$ cat src/rtl/core/odr_pkg.sv
// ----------------------------------------------------------------------------
// odr_pkg
// Shared types and constants for the off-delay relay with button setup.
// ----------------------------------------------------------------------------
package odr_pkg;

   localparam int unsigned TICKS_PER_SEC = 4;
   localparam int unsigned SEC_PER_MIN   = 60;
   localparam int unsigned DELAY_W       = 22;
   localparam int unsigned CSR_INDEX_W   = 3;

   // Setup sequence lengths.
   localparam logic [2:0] FEEDBACK_BLINKS = 3'd5;
   localparam logic [1:0] NUM_SETTINGS    = 2'd3;

   // Configuration register indexes.
   localparam logic [CSR_INDEX_W-1:0] CSR_BLINK_ON  = 3'd0;
   localparam logic [CSR_INDEX_W-1:0] CSR_BLINK_OFF = 3'd1;
   localparam logic [CSR_INDEX_W-1:0] CSR_TIMEOUT   = 3'd2;
   localparam logic [CSR_INDEX_W-1:0] CSR_BOOT_H    = 3'd3;
   localparam logic [CSR_INDEX_W-1:0] CSR_BOOT_M    = 3'd4;
   localparam logic [CSR_INDEX_W-1:0] CSR_BOOT_S    = 3'd5;

   // Settings store slots.
   localparam logic [1:0] SET_SECONDS = 2'd0;
   localparam logic [1:0] SET_MINUTES = 2'd1;
   localparam logic [1:0] SET_HOURS   = 2'd2;

   typedef enum logic [1:0] {
      MODE_IDLE     = 2'd0,
      MODE_FEEDBACK = 2'd1,
      MODE_INPUT    = 2'd2,
      MODE_SAVE     = 2'd3
   } mode_type;

   typedef enum logic [1:0] {
      PH_NONE = 2'd0,
      PH_OFF  = 2'd1,
      PH_ON   = 2'd2,
      PH_LONG = 2'd3
   } phase_type;

   typedef struct packed {
      logic [7:0] blink_on;
      logic [7:0] blink_off;
      logic [7:0] timeout;
      logic [7:0] boot_hours;
      logic [7:0] boot_minutes;
      logic [7:0] boot_seconds;
   } cfg_type;

   // One request: first member listed is the highest bit.
   typedef struct packed {
      logic action;
      logic button_level;
      logic signal_rise;
      logic signal_fall;
      logic press_event;
   } req_item_type;

   // One result, relay_on in bit 0.
   typedef struct packed {
      logic [7:0] save_value;
      logic [1:0] save_index;
      logic       save_valid;
      logic [1:0] mode;
      logic       led_on;
      logic       relay_on;
   } rsp_item_type;

endpackage

$ cat src/rtl/core/odr_csr.sv
// ----------------------------------------------------------------------------
// odr_csr
// Configuration register file, written through the csr channel.
// ----------------------------------------------------------------------------
module odr_csr (
   input  logic                             clock,
   input  logic                             reset,
   input  logic                             csr_valid,
   output logic                             csr_ready,
   input  logic [odr_pkg::CSR_INDEX_W-1:0]  csr_index,
   input  logic [7:0]                       csr_data,
   output odr_pkg::cfg_type                 cfg
);
   import odr_pkg::*;

   cfg_type cfg_ff, cfg_in;

   assign csr_ready = 1'b1;
   assign cfg       = cfg_ff;

   always_comb begin
      cfg_in = cfg_ff;
      if (csr_valid) begin
         case (csr_index)
            CSR_BLINK_ON:  cfg_in.blink_on     = csr_data;
            CSR_BLINK_OFF: cfg_in.blink_off    = csr_data;
            CSR_TIMEOUT:   cfg_in.timeout      = csr_data;
            CSR_BOOT_H:    cfg_in.boot_hours   = csr_data;
            CSR_BOOT_M:    cfg_in.boot_minutes = csr_data;
            CSR_BOOT_S:    cfg_in.boot_seconds = csr_data;
            default:       cfg_in = cfg_ff;
         endcase
      end
   end

   always_ff @(posedge clock) begin
      if (reset) begin
         cfg_ff.blink_on     <= 8'd1;
         cfg_ff.blink_off    <= 8'd1;
         cfg_ff.timeout      <= 8'd12;
         cfg_ff.boot_hours   <= 8'd0;
         cfg_ff.boot_minutes <= 8'd0;
         cfg_ff.boot_seconds <= 8'd0;
      end else begin
         cfg_ff <= cfg_in;
      end
   end

endmodule

$ cat src/rtl/core/odr_input_reg.sv
// ----------------------------------------------------------------------------
// odr_input_reg
// Input register stage holding one request until the core takes it.
// ----------------------------------------------------------------------------
module odr_input_reg (
   input  logic                   clock,
   input  logic                   reset,
   input  logic                   in_valid,
   output logic                   in_ready,
   input  odr_pkg::req_item_type  in_item,
   input  logic                   take,
   output logic                   out_valid,
   output odr_pkg::req_item_type  out_item
);
   import odr_pkg::*;

   logic         valid_ff, valid_in;
   req_item_type item_ff,  item_in;

   // The stage refills in the same cycle it hands its request on.
   assign in_ready  = !valid_ff || take;
   assign out_valid = valid_ff;
   assign out_item  = item_ff;

   always_comb begin
      valid_in = valid_ff;
      item_in  = item_ff;
      if (in_ready) begin
         valid_in = in_valid;
         if (in_valid) begin
            item_in = in_item;
         end
      end
   end

   always_ff @(posedge clock) begin
      if (reset) begin
         valid_ff <= 1'b0;
      end else begin
         valid_ff <= valid_in;
      end
   end

   always_ff @(posedge clock) begin
      item_ff <= item_in;
   end

endmodule

$ cat src/rtl/core/odr_ctrl.sv
// ----------------------------------------------------------------------------
// odr_ctrl
// Relay, delay timer and setup sequencer; advances one request per step.
// ----------------------------------------------------------------------------
module odr_ctrl (
   input  logic                   clock,
   input  logic                   reset,
   input  logic                   step,
   input  odr_pkg::req_item_type  item,
   input  odr_pkg::cfg_type       cfg,
   output odr_pkg::rsp_item_type  result
);
   import odr_pkg::*;

   localparam logic [DELAY_W-1:0] TICKS_PER_HOUR =
      DELAY_W'(SEC_PER_MIN * SEC_PER_MIN * TICKS_PER_SEC);
   localparam logic [DELAY_W-1:0] TICKS_PER_MIN  = DELAY_W'(SEC_PER_MIN * TICKS_PER_SEC);
   localparam logic [DELAY_W-1:0] TICKS_PER_S    = DELAY_W'(TICKS_PER_SEC);

   mode_type           mode_ff, mode_in;
   logic               relay_ff, relay_in;
   logic               led_ff, led_in;
   logic [7:0]         set_s_ff, set_s_in;
   logic [7:0]         set_m_ff, set_m_in;
   logic [7:0]         set_h_ff, set_h_in;
   logic [DELAY_W-1:0] delay_length_ff, delay_length_in;
   logic [DELAY_W-1:0] delay_left_ff, delay_left_in;
   logic               delay_running_ff, delay_running_in;
   logic [7:0]         phase_left_ff, phase_left_in;
   phase_type          phase_kind_ff, phase_kind_in;
   logic [2:0]         blinks_left_ff, blinks_left_in;
   logic [1:0]         settings_left_ff, settings_left_in;
   logic [7:0]         press_count_ff, press_count_in;

   logic               delay_fire;
   phase_type          fired;
   logic [1:0]         save_idx;
   logic [7:0]         blink_off_len, blink_on_len, timeout_len;

   function automatic logic [DELAY_W-1:0] delay_ticks(input logic [7:0] h,
                                                      input logic [7:0] m,
                                                      input logic [7:0] s);
      delay_ticks = DELAY_W'(h) * TICKS_PER_HOUR + DELAY_W'(m) * TICKS_PER_MIN
                  + DELAY_W'(s) * TICKS_PER_S;
   endfunction

   // A programmed length of zero runs as one tick.
   assign blink_off_len = (cfg.blink_off == 8'd0) ? 8'd1 : cfg.blink_off;
   assign blink_on_len  = (cfg.blink_on  == 8'd0) ? 8'd1 : cfg.blink_on;
   assign timeout_len   = (cfg.timeout   == 8'd0) ? 8'd1 : cfg.timeout;

   always_comb begin
      mode_in          = mode_ff;
      relay_in         = relay_ff;
      led_in           = led_ff;
      set_s_in         = set_s_ff;
      set_m_in         = set_m_ff;
      set_h_in         = set_h_ff;
      delay_length_in  = delay_length_ff;
      delay_left_in    = delay_left_ff;
      delay_running_in = delay_running_ff;
      phase_left_in    = phase_left_ff;
      phase_kind_in    = phase_kind_ff;
      blinks_left_in   = blinks_left_ff;
      settings_left_in = settings_left_ff;
      press_count_in   = press_count_ff;
      delay_fire       = 1'b0;
      fired            = PH_NONE;
      save_idx         = SET_SECONDS;
      result           = '0;

      if (step && item.action) begin
         set_h_in        = cfg.boot_hours;
         set_m_in        = cfg.boot_minutes;
         set_s_in        = cfg.boot_seconds;
         delay_length_in = delay_ticks(cfg.boot_hours, cfg.boot_minutes, cfg.boot_seconds);
         mode_in         = MODE_IDLE;
         phase_kind_in   = PH_NONE;
         phase_left_in   = 8'd0;
      end else if (step) begin
         // Both timers advance before any section looks at the events.
         if (delay_running_ff) begin
            if (delay_left_ff <= DELAY_W'(1)) begin
               delay_fire       = 1'b1;
               delay_running_in = 1'b0;
               delay_left_in    = '0;
            end else begin
               delay_left_in = delay_left_ff - DELAY_W'(1);
            end
         end
         if (phase_kind_ff != PH_NONE) begin
            phase_left_in = phase_left_ff - 8'd1;
            if (phase_left_in == 8'd0) begin
               fired         = phase_kind_ff;
               phase_kind_in = PH_NONE;
            end
         end

         if (mode_in == MODE_IDLE) begin
            if (item.press_event) begin
               mode_in          = MODE_FEEDBACK;
               relay_in         = 1'b0;
               led_in           = 1'b0;
               blinks_left_in   = FEEDBACK_BLINKS;
               settings_left_in = NUM_SETTINGS;
               phase_kind_in    = PH_OFF;
               phase_left_in    = blink_off_len;
               fired            = PH_NONE;
            end
            if (item.signal_fall) begin
               delay_running_in = 1'b0;
               delay_fire       = 1'b0;
               led_in           = 1'b1;
               relay_in         = 1'b1;
            end
            if (item.signal_rise) begin
               delay_left_in    = delay_length_ff;
               delay_running_in = 1'b1;
               delay_fire       = 1'b0;
            end
            if (delay_fire) begin
               led_in   = 1'b0;
               relay_in = 1'b0;
            end
         end

         if (mode_in == MODE_FEEDBACK) begin
            if (fired == PH_ON) begin
               led_in = 1'b0;
               if (blinks_left_in != 3'd0) begin
                  blinks_left_in = blinks_left_in - 3'd1;
               end
               fired = PH_NONE;
               if (blinks_left_in == 3'd0) begin
                  if (settings_left_in == 2'd0) begin
                     mode_in = MODE_IDLE;
                  end else begin
                     mode_in        = MODE_INPUT;
                     press_count_in = 8'd0;
                     phase_kind_in  = PH_LONG;
                     phase_left_in  = timeout_len;
                  end
               end else begin
                  phase_kind_in = PH_OFF;
                  phase_left_in = blink_off_len;
               end
            end
            if (fired == PH_OFF) begin
               led_in        = 1'b1;
               phase_kind_in = PH_ON;
               phase_left_in = blink_on_len;
               fired         = PH_NONE;
            end
         end

         if (mode_in == MODE_INPUT) begin
            led_in = !item.button_level;
            if (item.press_event) begin
               phase_kind_in  = PH_LONG;
               phase_left_in  = timeout_len;
               fired          = PH_NONE;
               press_count_in = press_count_in + 8'd1;
            end
            if (fired == PH_LONG) begin
               mode_in = MODE_SAVE;
            end
         end

         if (mode_in == MODE_SAVE) begin
            mode_in        = MODE_FEEDBACK;
            blinks_left_in = FEEDBACK_BLINKS;
            phase_kind_in  = PH_OFF;
            phase_left_in  = blink_off_len;
            if (settings_left_in != 2'd0) begin
               settings_left_in = settings_left_in - 2'd1;
            end
            save_idx = (settings_left_in == SET_HOURS || settings_left_in == SET_MINUTES)
                     ? settings_left_in : SET_SECONDS;
            case (save_idx)
               SET_HOURS:   set_h_in = press_count_in;
               SET_MINUTES: set_m_in = press_count_in;
               default:     set_s_in = press_count_in;
            endcase
            result.save_valid = 1'b1;
            result.save_index = save_idx;
            result.save_value = press_count_in;
            if (settings_left_in == 2'd0) begin
               delay_length_in = delay_ticks(set_h_in, set_m_in, set_s_in);
            end
         end
      end

      result.relay_on = relay_in;
      result.led_on   = led_in;
      result.mode     = mode_in;
   end

   always_ff @(posedge clock) begin
      if (reset) begin
         mode_ff          <= MODE_IDLE;
         relay_ff         <= 1'b0;
         led_ff           <= 1'b0;
         set_s_ff         <= 8'd0;
         set_m_ff         <= 8'd0;
         set_h_ff         <= 8'd0;
         delay_length_ff  <= '0;
         delay_left_ff    <= '0;
         delay_running_ff <= 1'b0;
         phase_left_ff    <= 8'd0;
         phase_kind_ff    <= PH_NONE;
         blinks_left_ff   <= 3'd0;
         settings_left_ff <= 2'd0;
         press_count_ff   <= 8'd0;
      end else begin
         mode_ff          <= mode_in;
         relay_ff         <= relay_in;
         led_ff           <= led_in;
         set_s_ff         <= set_s_in;
         set_m_ff         <= set_m_in;
         set_h_ff         <= set_h_in;
         delay_length_ff  <= delay_length_in;
         delay_left_ff    <= delay_left_in;
         delay_running_ff <= delay_running_in;
         phase_left_ff    <= phase_left_in;
         phase_kind_ff    <= phase_kind_in;
         blinks_left_ff   <= blinks_left_in;
         settings_left_ff <= settings_left_in;
         press_count_ff   <= press_count_in;
      end
   end

endmodule

$ cat src/rtl/core/odr_output_reg.sv
// ----------------------------------------------------------------------------
// odr_output_reg
// Result register that holds one result until the consumer takes it.
// ----------------------------------------------------------------------------
module odr_output_reg (
   input  logic                   clock,
   input  logic                   reset,
   input  logic                   load,
   input  odr_pkg::rsp_item_type  in_item,
   output logic                   free,
   output logic                   out_valid,
   input  logic                   out_ready,
   output odr_pkg::rsp_item_type  out_item
);
   import odr_pkg::*;

   logic         valid_ff, valid_in;
   rsp_item_type item_ff,  item_in;

   // Free when empty or when the held result leaves this cycle.
   assign free      = !valid_ff || out_ready;
   assign out_valid = valid_ff;
   assign out_item  = item_ff;

   always_comb begin
      valid_in = valid_ff;
      item_in  = item_ff;
      if (load) begin
         valid_in = 1'b1;
         item_in  = in_item;
      end else if (out_ready) begin
         valid_in = 1'b0;
      end
   end

   always_ff @(posedge clock) begin
      if (reset) begin
         valid_ff <= 1'b0;
      end else begin
         valid_ff <= valid_in;
      end
   end

   always_ff @(posedge clock) begin
      item_ff <= item_in;
   end

endmodule

$ cat src/rtl/core/off_delay_relay_with_button_setup.sv
// ----------------------------------------------------------------------------
// off_delay_relay_with_button_setup
// Off-delay timer relay with single-button programming of hours, minutes and
// seconds; one request is one 250 ms tick or a load of the boot settings.
// ----------------------------------------------------------------------------
//  Channel  Direction  Ports                        Contents
//  req      in         req_tvalid/tready/tdata/user one tick or load request
//  rsp      out        rsp_tvalid/tready/tdata      one result per request
//  csr      in         csr_valid/ready/index/data   8-bit configuration writes
//
//  A request passes through the input register, the control step and the
//  result register, and one request is taken every cycle while the result
//  side keeps up.
//  Reset clears all control state and loads the register defaults.
//  A stalled result register holds the input register, which then holds req.
// ----------------------------------------------------------------------------
module off_delay_relay_with_button_setup (
   input  logic                             clock,
   input  logic                             reset,
   input  logic                             req_tvalid,
   output logic                             req_tready,
   // [0] press_event, [1] signal_fall, [2] signal_rise, [3] button_level
   input  logic [7:0]                       req_tdata,
   // [0] action
   input  logic                             req_tuser,
   output logic                             rsp_tvalid,
   input  logic                             rsp_tready,
   // [0] relay_on, [1] led_on, [3:2] mode, [4] save_valid, [6:5] save_index,
   // [14:7] save_value
   output logic [15:0]                      rsp_tdata,
   input  logic                             csr_valid,
   output logic                             csr_ready,
   input  logic [odr_pkg::CSR_INDEX_W-1:0]  csr_index,
   input  logic [7:0]                       csr_data
);
   import odr_pkg::*;

   cfg_type      cfg;
   req_item_type req_item, stage_item;
   rsp_item_type step_result, rsp_item;
   logic         stage_valid, out_free, step;

   assign req_item.action       = req_tuser;
   assign req_item.press_event  = req_tdata[0];
   assign req_item.signal_fall  = req_tdata[1];
   assign req_item.signal_rise  = req_tdata[2];
   assign req_item.button_level = req_tdata[3];

   assign step      = stage_valid && out_free;
   assign rsp_tdata = {1'b0, rsp_item};

   odr_csr u_csr (
      .clock     (clock),
      .reset     (reset),
      .csr_valid (csr_valid),
      .csr_ready (csr_ready),
      .csr_index (csr_index),
      .csr_data  (csr_data),
      .cfg       (cfg)
   );

   odr_input_reg u_input_reg (
      .clock     (clock),
      .reset     (reset),
      .in_valid  (req_tvalid),
      .in_ready  (req_tready),
      .in_item   (req_item),
      .take      (step),
      .out_valid (stage_valid),
      .out_item  (stage_item)
   );

   odr_ctrl u_ctrl (
      .clock  (clock),
      .reset  (reset),
      .step   (step),
      .item   (stage_item),
      .cfg    (cfg),
      .result (step_result)
   );

   odr_output_reg u_output_reg (
      .clock     (clock),
      .reset     (reset),
      .load      (step),
      .in_item   (step_result),
      .free      (out_free),
      .out_valid (rsp_tvalid),
      .out_ready (rsp_tready),
      .out_item  (rsp_item)
   );

endmodule
$ cat config.mk
export PLATFORM = sky130hd
export DESIGN_NAME = off_delay_relay_with_button_setup
export DESIGN_NICKNAME = d
export VERILOG_FILES = /design/src/rtl/core/odr_pkg.sv /design/src/rtl/core/odr_csr.sv /design/src/rtl/core/odr_input_reg.sv /design/src/rtl/core/odr_ctrl.sv /design/src/rtl/core/odr_output_reg.sv /design/src/rtl/core/off_delay_relay_with_button_setup.sv
export SDC_FILE = /design/constraint.sdc
export NUM_CORES = 1
export LEC_CHECK = 0
export BUFFER_PORTS_ARGS = -buffer_cell sky130_fd_sc_hd__buf_2
export CORE_MARGIN = 1
export CORE_UTILIZATION = 60
export CTS_CLUSTER_DIAMETER = 200
export DETAILED_ROUTE_END_ITERATION = 8
export PLACE_DENSITY = 0.84
export SLEW_MARGIN = 20
export SYNTH_ARGS = -nofsm -noshare
export SYNTH_HDL_FRONTEND = slang
export SYNTH_SLANG_ARGS = --single-unit
$ cat constraint.sdc
create_clock -name clock -period 9.04 [get_ports clock]
set_clock_uncertainty 0.1 [all_clocks]
set_input_delay 1.356 -clock clock [delete_from_list [all_inputs] [get_ports clock]]
set_output_delay 1.356 -clock clock [all_outputs]
set_load 0.005 [all_outputs]
# Word level (Yosys, flattened, before mapping)
# Index checks and enable logic that the tools add are counted.
[classes]
addsub = 9
mul = 4
magnitude_cmp = 1
n_eq_ne = 15
mux = 149
n_bitwise = 2
reduce_logical = 37
[op_table]
columns = ["cell", "count"]
rows = [
  ["8-bit two-way mux", 43],
  ["22-bit two-way mux", 8],
  ["2-bit two-way mux", 55],
  ["22-bit by 10-bit adder with 22-bit output", 2],
  ["22-bit by 16-bit adder with 22-bit output", 2],
  ["3-bit two-way mux", 12],
  ["8-bit zero test", 4],
  ["8-bit by 8-bit multiplier with 16-bit output (second input constant)", 2],
  ["1-bit two-way mux", 31],
  ["8-bit by 4-bit multiplier with 12-bit output (second input constant)", 2],
  ["22-bit by 1-bit less-or-equal comparator with 1-bit output (second input constant)", 1],
  ["22-bit by 1-bit subtractor with 22-bit output (second input constant)", 1],
  ["2-bit AND reduction", 9],
  ["2-bit equality test (second input constant)", 6],
  ["2-bit nonzero test", 6],
  ["8-bit by 1-bit adder with 8-bit output (second input constant)", 1],
  ["2-bit by 1-bit equality test with 1-bit output (second input constant)", 4],
  ["8-bit by 1-bit subtractor with 8-bit output (second input constant)", 1],
  ["3-bit by 2-bit equality test with 1-bit output (second input constant)", 2],
  ["3-bit equality test (second input constant)", 2],
  ["2-bit zero test", 3],
  ["3-bit zero test", 2],
  ["2-bit OR reduction", 3],
  ["3-bit by 1-bit equality test with 1-bit output (second input constant)", 1],
  ["8 further kinds", 14],
]
[word_totals]
ff_bits = 166
inputBits = 25
output_inout_bits = 19
elab_cells = 250

# Depth between registers and ports, before layout
[logic_depth]
depth_word = 47
depth_mapped = 39
mapped_depth_nobuf = 37

# By module
# Synthesis repeated with hierarchy kept, for this count alone.
[hier_totals]
cells_unflattened = 1593
area_unflattened_um2 = 13709.4
[modules_own_cells]
columns = ["mod", "instances", "cells_per_inst", "area_each_um2", "seq_area_each_um2"]
rows = [
  ["odr_ctrl", 1, 1385, 11054.4, 1841.8],
  ["odr_csr", 1, 176, 1935.6, 960.9],
  ["odr_output_reg", 1, 19, 496.7, 470.5],
  ["odr_input_reg", 1, 10, 205.2, 170.2],
  ["off_delay_relay_with_button_setup", 1, 3, 17.5, 0.0],
]

# Worst setup path after synthesis
# No wires, ideal clock.
[synth_path]
path_type = "register to register"
from = "register u_ctrl.mode_ff[1]"
to = "register u_ctrl.delay_length_ff[20]"
setup_time_ns = 0.128
arrival_ns = 7.602
required_time_ns = 8.812
path_slack_ns = 1.210
stages_incl_launch_ff = 39
path_cell_list = "dfxtp_1 > clkbuf_2 > nor2_1 > nand2_1 > clkbuf_1 > nand2_1 > ha_1 > inv_1 > ha_1 > nor4_1 > o21a_1 > a41o_4 > nor3b_1 > nor2_1 > mux2_2 > mux2_2 > inv_1 > fa_1 > (+3 left out) > a21o_1 > a21oi_1 > o21bai_1 > a21oi_1 > o21bai_1 > a21oi_1 > o21bai_1 > a21oi_1 > xnor2_1 > ha_1 > ha_1 > clkbuf_1 > o211ai_1 > a21boi_0 > o21bai_1 > xor2_1 > a222oi_1 > nor2_1"
[synth_via]
elab_chain_cells = 30
[synth_lines]
columns = ["element", "line", "rtl"]
rows = [
  ["start, declared", "odr_ctrl.sv:20", "mode_type mode_ff, mode_in;"],
  ["start signal, assigned", "odr_ctrl.sv:215", "mode_ff <= mode_in;"],
  ["2-bit zero test", "odr_ctrl.sv:99", "if (mode_in == MODE_IDLE) begin"],
  ["3-bit two-way mux", "odr_ctrl.sv:99", ""],
  ["3-bit two-way mux", "odr_ctrl.sv:80", "end else if (step) begin"],
  ["3-bit two-way mux", "odr_ctrl.sv:72", "if (step && item.action) begin"],
  ["3-bit by 1-bit subtractor with 3-bit output / 3-bit nonzero test (equally long branches)", "odr_ctrl.sv:131, odr_ctrl.sv:130", ""],
  ["3-bit two-way mux", "odr_ctrl.sv:130", "if (blinks_left_in != 3'd0) begin"],
  ["3-bit two-way mux", "odr_ctrl.sv:128", "if (fired == PH_ON) begin"],
  ["3-bit two-way mux", "odr_ctrl.sv:127", "if (mode_in == MODE_FEEDBACK) begin"],
  ["(+14 left out)", "-", ""],
  ["8-bit two-way mux", "odr_ctrl.sv:72", ""],
  ["8-bit by 4-bit multiplier with 12-bit output / 8-bit by 8-bit multiplier with 16-bit output (equally long branches)", "odr_ctrl.sv:43", "delay_ticks = DELAY_W'(h) * TICKS_PER_HOUR + DELAY_W'(m) * TICKS_PER_MIN"],
  ["22-bit by 16-bit adder with 22-bit output", "odr_ctrl.sv:43", ""],
  ["22-bit by 10-bit adder with 22-bit output", "odr_ctrl.sv:44", "+ DELAY_W'(s) * TICKS_PER_S;"],
  ["22-bit two-way mux", "odr_ctrl.sv:187", "if (settings_left_in == 2'd0) begin"],
  ["22-bit two-way mux", "odr_ctrl.sv:169", "if (mode_in == MODE_SAVE) begin"],
  ["22-bit two-way mux", "odr_ctrl.sv:80", ""],
  ["22-bit two-way mux", "odr_ctrl.sv:72", ""],
  ["end signal, assigned", "odr_ctrl.sv:221", "delay_length_ff <= delay_length_in;"],
  ["end, declared", "odr_ctrl.sv:26", "logic [DELAY_W-1:0] delay_length_ff, delay_length_in;"],
]
# Parallel ways exist; a longest one is shown, timed or not. The select of a mux whose other input is x is not followed.
# A chain may end at the register's enable or synchronous reset.

# Worst setup path in the final report
[layout_path]
from = "register u_input_reg.item_ff, in the netlist u_input_reg.out_item[0]"
to = "register u_ctrl.delay_length_ff[20]"
[layout_via]
elab_chain_cells = 30
[layout_lines]
columns = ["element", "line", "rtl"]
rows = [
  ["start, declared", "odr_input_reg.sv:18", "req_item_type item_ff, item_in;"],
  ["start signal, assigned", "odr_input_reg.sv:45", "item_ff <= item_in;"],
  ["3-bit two-way mux", "odr_ctrl.sv:100", "if (item.press_event) begin"],
  ["3-bit two-way mux", "odr_ctrl.sv:99", ""],
  ["3-bit two-way mux", "odr_ctrl.sv:80", ""],
  ["3-bit two-way mux", "odr_ctrl.sv:72", ""],
  ["3-bit by 1-bit subtractor with 3-bit output / 3-bit nonzero test (equally long branches)", "odr_ctrl.sv:131, odr_ctrl.sv:130", ""],
  ["3-bit two-way mux", "odr_ctrl.sv:130", ""],
  ["3-bit two-way mux", "odr_ctrl.sv:128", ""],
  ["3-bit two-way mux", "odr_ctrl.sv:127", ""],
  ["(+14 left out)", "-", ""],
  ["8-bit two-way mux", "odr_ctrl.sv:72", ""],
  ["8-bit by 4-bit multiplier with 12-bit output / 8-bit by 8-bit multiplier with 16-bit output (equally long branches)", "odr_ctrl.sv:43", ""],
  ["22-bit by 16-bit adder with 22-bit output", "odr_ctrl.sv:43", ""],
  ["22-bit by 10-bit adder with 22-bit output", "odr_ctrl.sv:44", ""],
  ["22-bit two-way mux", "odr_ctrl.sv:187", ""],
  ["22-bit two-way mux", "odr_ctrl.sv:169", ""],
  ["22-bit two-way mux", "odr_ctrl.sv:80", ""],
  ["22-bit two-way mux", "odr_ctrl.sv:72", ""],
]
# Parallel ways exist; a longest one is shown, timed or not. The select of a mux whose other input is x is not followed.

==> reports/results.tsv <==
metric	value	unit
cell-internal power	1.26	mW
Die Ht	149	µm
total congestion overflow	0	
fill count	1678	
Finished Layout Cells	1860	
Die Wd	149	µm
Critical Path AT	8580	ps
FMAX	0.119	GHz
global-route wire length before repair	52300	µm
unrepaired setup endpoints after global routing	no	
hold buffer count at CTS	0	
crit path capture type	register	
CTS Buffer Depth	2	
Seq pwr share	43.9	%
Vias per Instance	6.18	
GPL Wtd Cong	0.926	
setup TNS	0	ps
fin nets	1800	
Placed Cells	1828	
Metal-1 WL	14100	µm
largest net degree at the start of global routing	89	
Worst VDD drop	0.000183	V
final wirelength	32400	µm
Net Sw Frac	29.0	%
Mapped Cells	1556	
most used cell, CP	ha_1	
worst min path class	register to register	
Initial Util	61.5	%
Seq cells post-synth	164	
Setup WS pre-CTS	626	ps
critical path data required time	9240	ps
number of synthesis warnings	0	
CTS HTree Levels	4	
die area	0.0222	mm²
clock share of power	41.1	%
clock root buffer	clkbuf_16	
worst skew pair latency	440	ps
critical-path maximum fanout	12	
layout cells sized above 1	8.39	%
fin crit share	92.7	%
DR WL met3	2880	µm
dpl cell area	0.0134	mm²
critical path's largest stage delay	560	ps
hpwl dp	23800	µm
register area share after synthesis	26.9	%
CTS tree	yes	
Num CTS Buffers	17	
Synth Flop Type	dfxtp_1	
Tot GR Track Use	29.9	%
TritonCTS Sinks	164	
post-synth net total	1784	
antenna cells	0	
Post-synth EDFFs	20	
area grow syn2layout	7.93	%
Setup WS post-layout	663	ps
initial antenna violation count	0	
row cnt	53	
status	completed	
Design Area, Final	0.0140	mm²
Rel. slew slack	25.7	%
DR pass1 iterations	7	
Synth Area per Inst	8.33	µm²
DR iter-0 viols	1143	
Worst-path clk slew	60	ps
Min Hold Slack	358	ps
IO Count	44	
core area	0.0211	mm²
Post-synth ARST share	0	%
remaining antenna violation count after routing	0	
CP max-delay cell	edfxtp_1	
Mapped Area	0.0130	mm²
CP Launch Type	register	
pwr dens	127	mW/mm²
actual slew at the worst max-slew pin	1110	ps
vias after detailed routing	11500	
switching pwr	0.514	mW
DRC Markers	0	
total of max-cap violations	0	
Final Hold Fails	0	
Lkg Pwr	6.32	nW
met2 WL	14600	µm
Slew Limit Fails	0	
fin crit period	8380	ps
vias in the first global route	10500	
Gate power share	15.0	%
Netlist cell types	90	
# setup viols final	0	
top layer in use	met4	
IO Port Bufs	37	
wire per inst	17.4	µm
Crit Path Category	register to register	
[metal layers]
metal | GRT usage (%) | up-vias
met4 | 10.6 | 0
met1 | 41.5 | 5360
met5 | 0 | -
met3 | 4.71 | 74
met2 | 46.9 | 555
li1 | - | 5506
[cells in the mapped netlist (14+ instances only)]
master / n / area share [%]
nand2_1: 187 / 5.4
ha_1: 155 / 15
a21oi_1: 150 / 5.8
dfxtp_1: 144 / 22
nor2_1: 143 / 4.1
inv_1: 117 / 3.4
o21ai_0: 62 / 2.4
fa_1: 48 / 7.4
clkbuf_1: 44 / 1.3
nor3_1: 44 / 1.7
xnor2_1: 43 / 2.9
xor2_1: 37 / 2.5
nand3_1: 26 / 1.0
edfxtp_1: 20 / 4.6
a22oi_1: 18 / 1.0
o22ai_1: 16 / 0.77
or3_1: 16 / 0.77
a211oi_1: 15 / 0.87
a21o_1: 14 / 0.81
o211ai_1: 14 / 0.81
o21a_1: 14 / 0.81
o21bai_1: 14 / 0.81
[placed cells by master, fill, tap and decap left out, types with 14 or more instances in the layout]
master	synthesis	layout
buf_2	6	36
nand2_1	187	187
inv_1	117	117
o21bai_1	14	14
o22ai_1	16	16
xnor2_1	43	43
dfxtp_1	144	144
fa_1	48	48
nand3_1	26	26
nor2_1	143	140
ha_1	155	155
clkbuf_16	0	18
or3_1	16	16
a211oi_1	15	15
a22oi_1	18	18
nor3_1	44	43
a21oi_1	150	150
o21ai_0	62	62
edfxtp_1	20	20
xor2_1	37	37
o211ai_1	14	14
a21o_1	14	14
buf_4	3	22
[cell families after synthesis]
group	share of synthesized area [%]
AOI/OAI and AO/OA	20.4
other	0.0579
buffers and inverters	5.45
and+or+nand+nor	18.1
DFF	26.9
muxes	0.878
xor gates and xnor gates	5.91
adders and majority gates	22.4
[path summary, 6_finish.rpt]
kind / endpoint / slack (ps) / from / depth (start not counted)
hold / removal: u_ctrl.delay_length_ff[14] / 360 / u_ctrl.delay_length_ff[14] / 2
setup reg to reg: u_ctrl.delay_length_ff[20] / 660 / u_input_reg.out_item[0] / 34
setup / recovery: u_ctrl.delay_length_ff[20] / 660 / u_input_reg.out_item[0] / 34
hold reg to reg: u_ctrl.delay_length_ff[14] / 360 / u_ctrl.delay_length_ff[14] / 2
[flip-flops by register name, indices dropped and copies added, names as in the netlist]
signal / cells
u_input_reg.out_valid: 1
u_ctrl.phase_kind_ff: 2
u_ctrl.delay_left_ff: 22
u_output_reg.out_valid: 1
u_ctrl.set_m_ff: 8
u_ctrl.relay_ff: 1
u_ctrl.press_count_ff: 8
u_ctrl.blinks_left_ff: 3
u_ctrl.led_ff: 1
u_ctrl.set_s_ff: 8
u_ctrl.set_h_ff: 8
u_ctrl.phase_left_ff: 8
u_ctrl.mode_ff: 2
u_input_reg.out_item: 5
u_csr.cfg: 48
u_ctrl.delay_running_ff: 1
u_ctrl.settings_left_ff: 2
u_output_reg.out_item: 15
u_ctrl.delay_length_ff: 20
[layout make-up]
type,instances,area [µm²],area share [%]
multi-input cells,1213,8790,62.8
flip-flops and latches,164,3480,24.9
clock buffers,19,454,3.25
inverters,118,443,3.17
repair buffers,58,345,2.47
well taps,275,344,2.46
clock inverters,13,135,0.966
[power by group through the flow]
stage          sequential, mW  combinational, mW  clock, mW
6_report                0.779              0.267      0.728
2_1_floorplan           0.787              0.195          0
4_1_cts                 0.778              0.263      0.726
3_3_place_gp            0.793              0.250          0
5_1_grt                 0.781              0.298      0.757
3_5_place_dp            0.794              0.259          0
[timing repair]
| item | CTS | global route |
|---|---|---|
| resized for setup | 0 | 2 |
| setup buffers | 0 | 0 |
| endpoints found under the hold margin | 0 | 0 |
| endpoints found under the setup margin | 0 | 5 |
[metrics by stage]
step	power [mW]	util [%]
3_5_place_dp	1.05	63.5
6_report	1.77	66.3
2_1_floorplan	0.982	-
5_1_grt	1.84	66.3
3_3_place_gp	1.04	63.5
4_1_cts	1.77	66.3
[critical path, delay by kind of cell, from the launching register on]
family	cells	cell delay, ps
compound gates	14	2790
fa+ha+maj	7	2240
simple gates	6	1320
mux	2	660
flops	1	560
xor+xnor	2	310
buf+inv	3	260
Note: power is estimated with default switching activity, not from simulation.
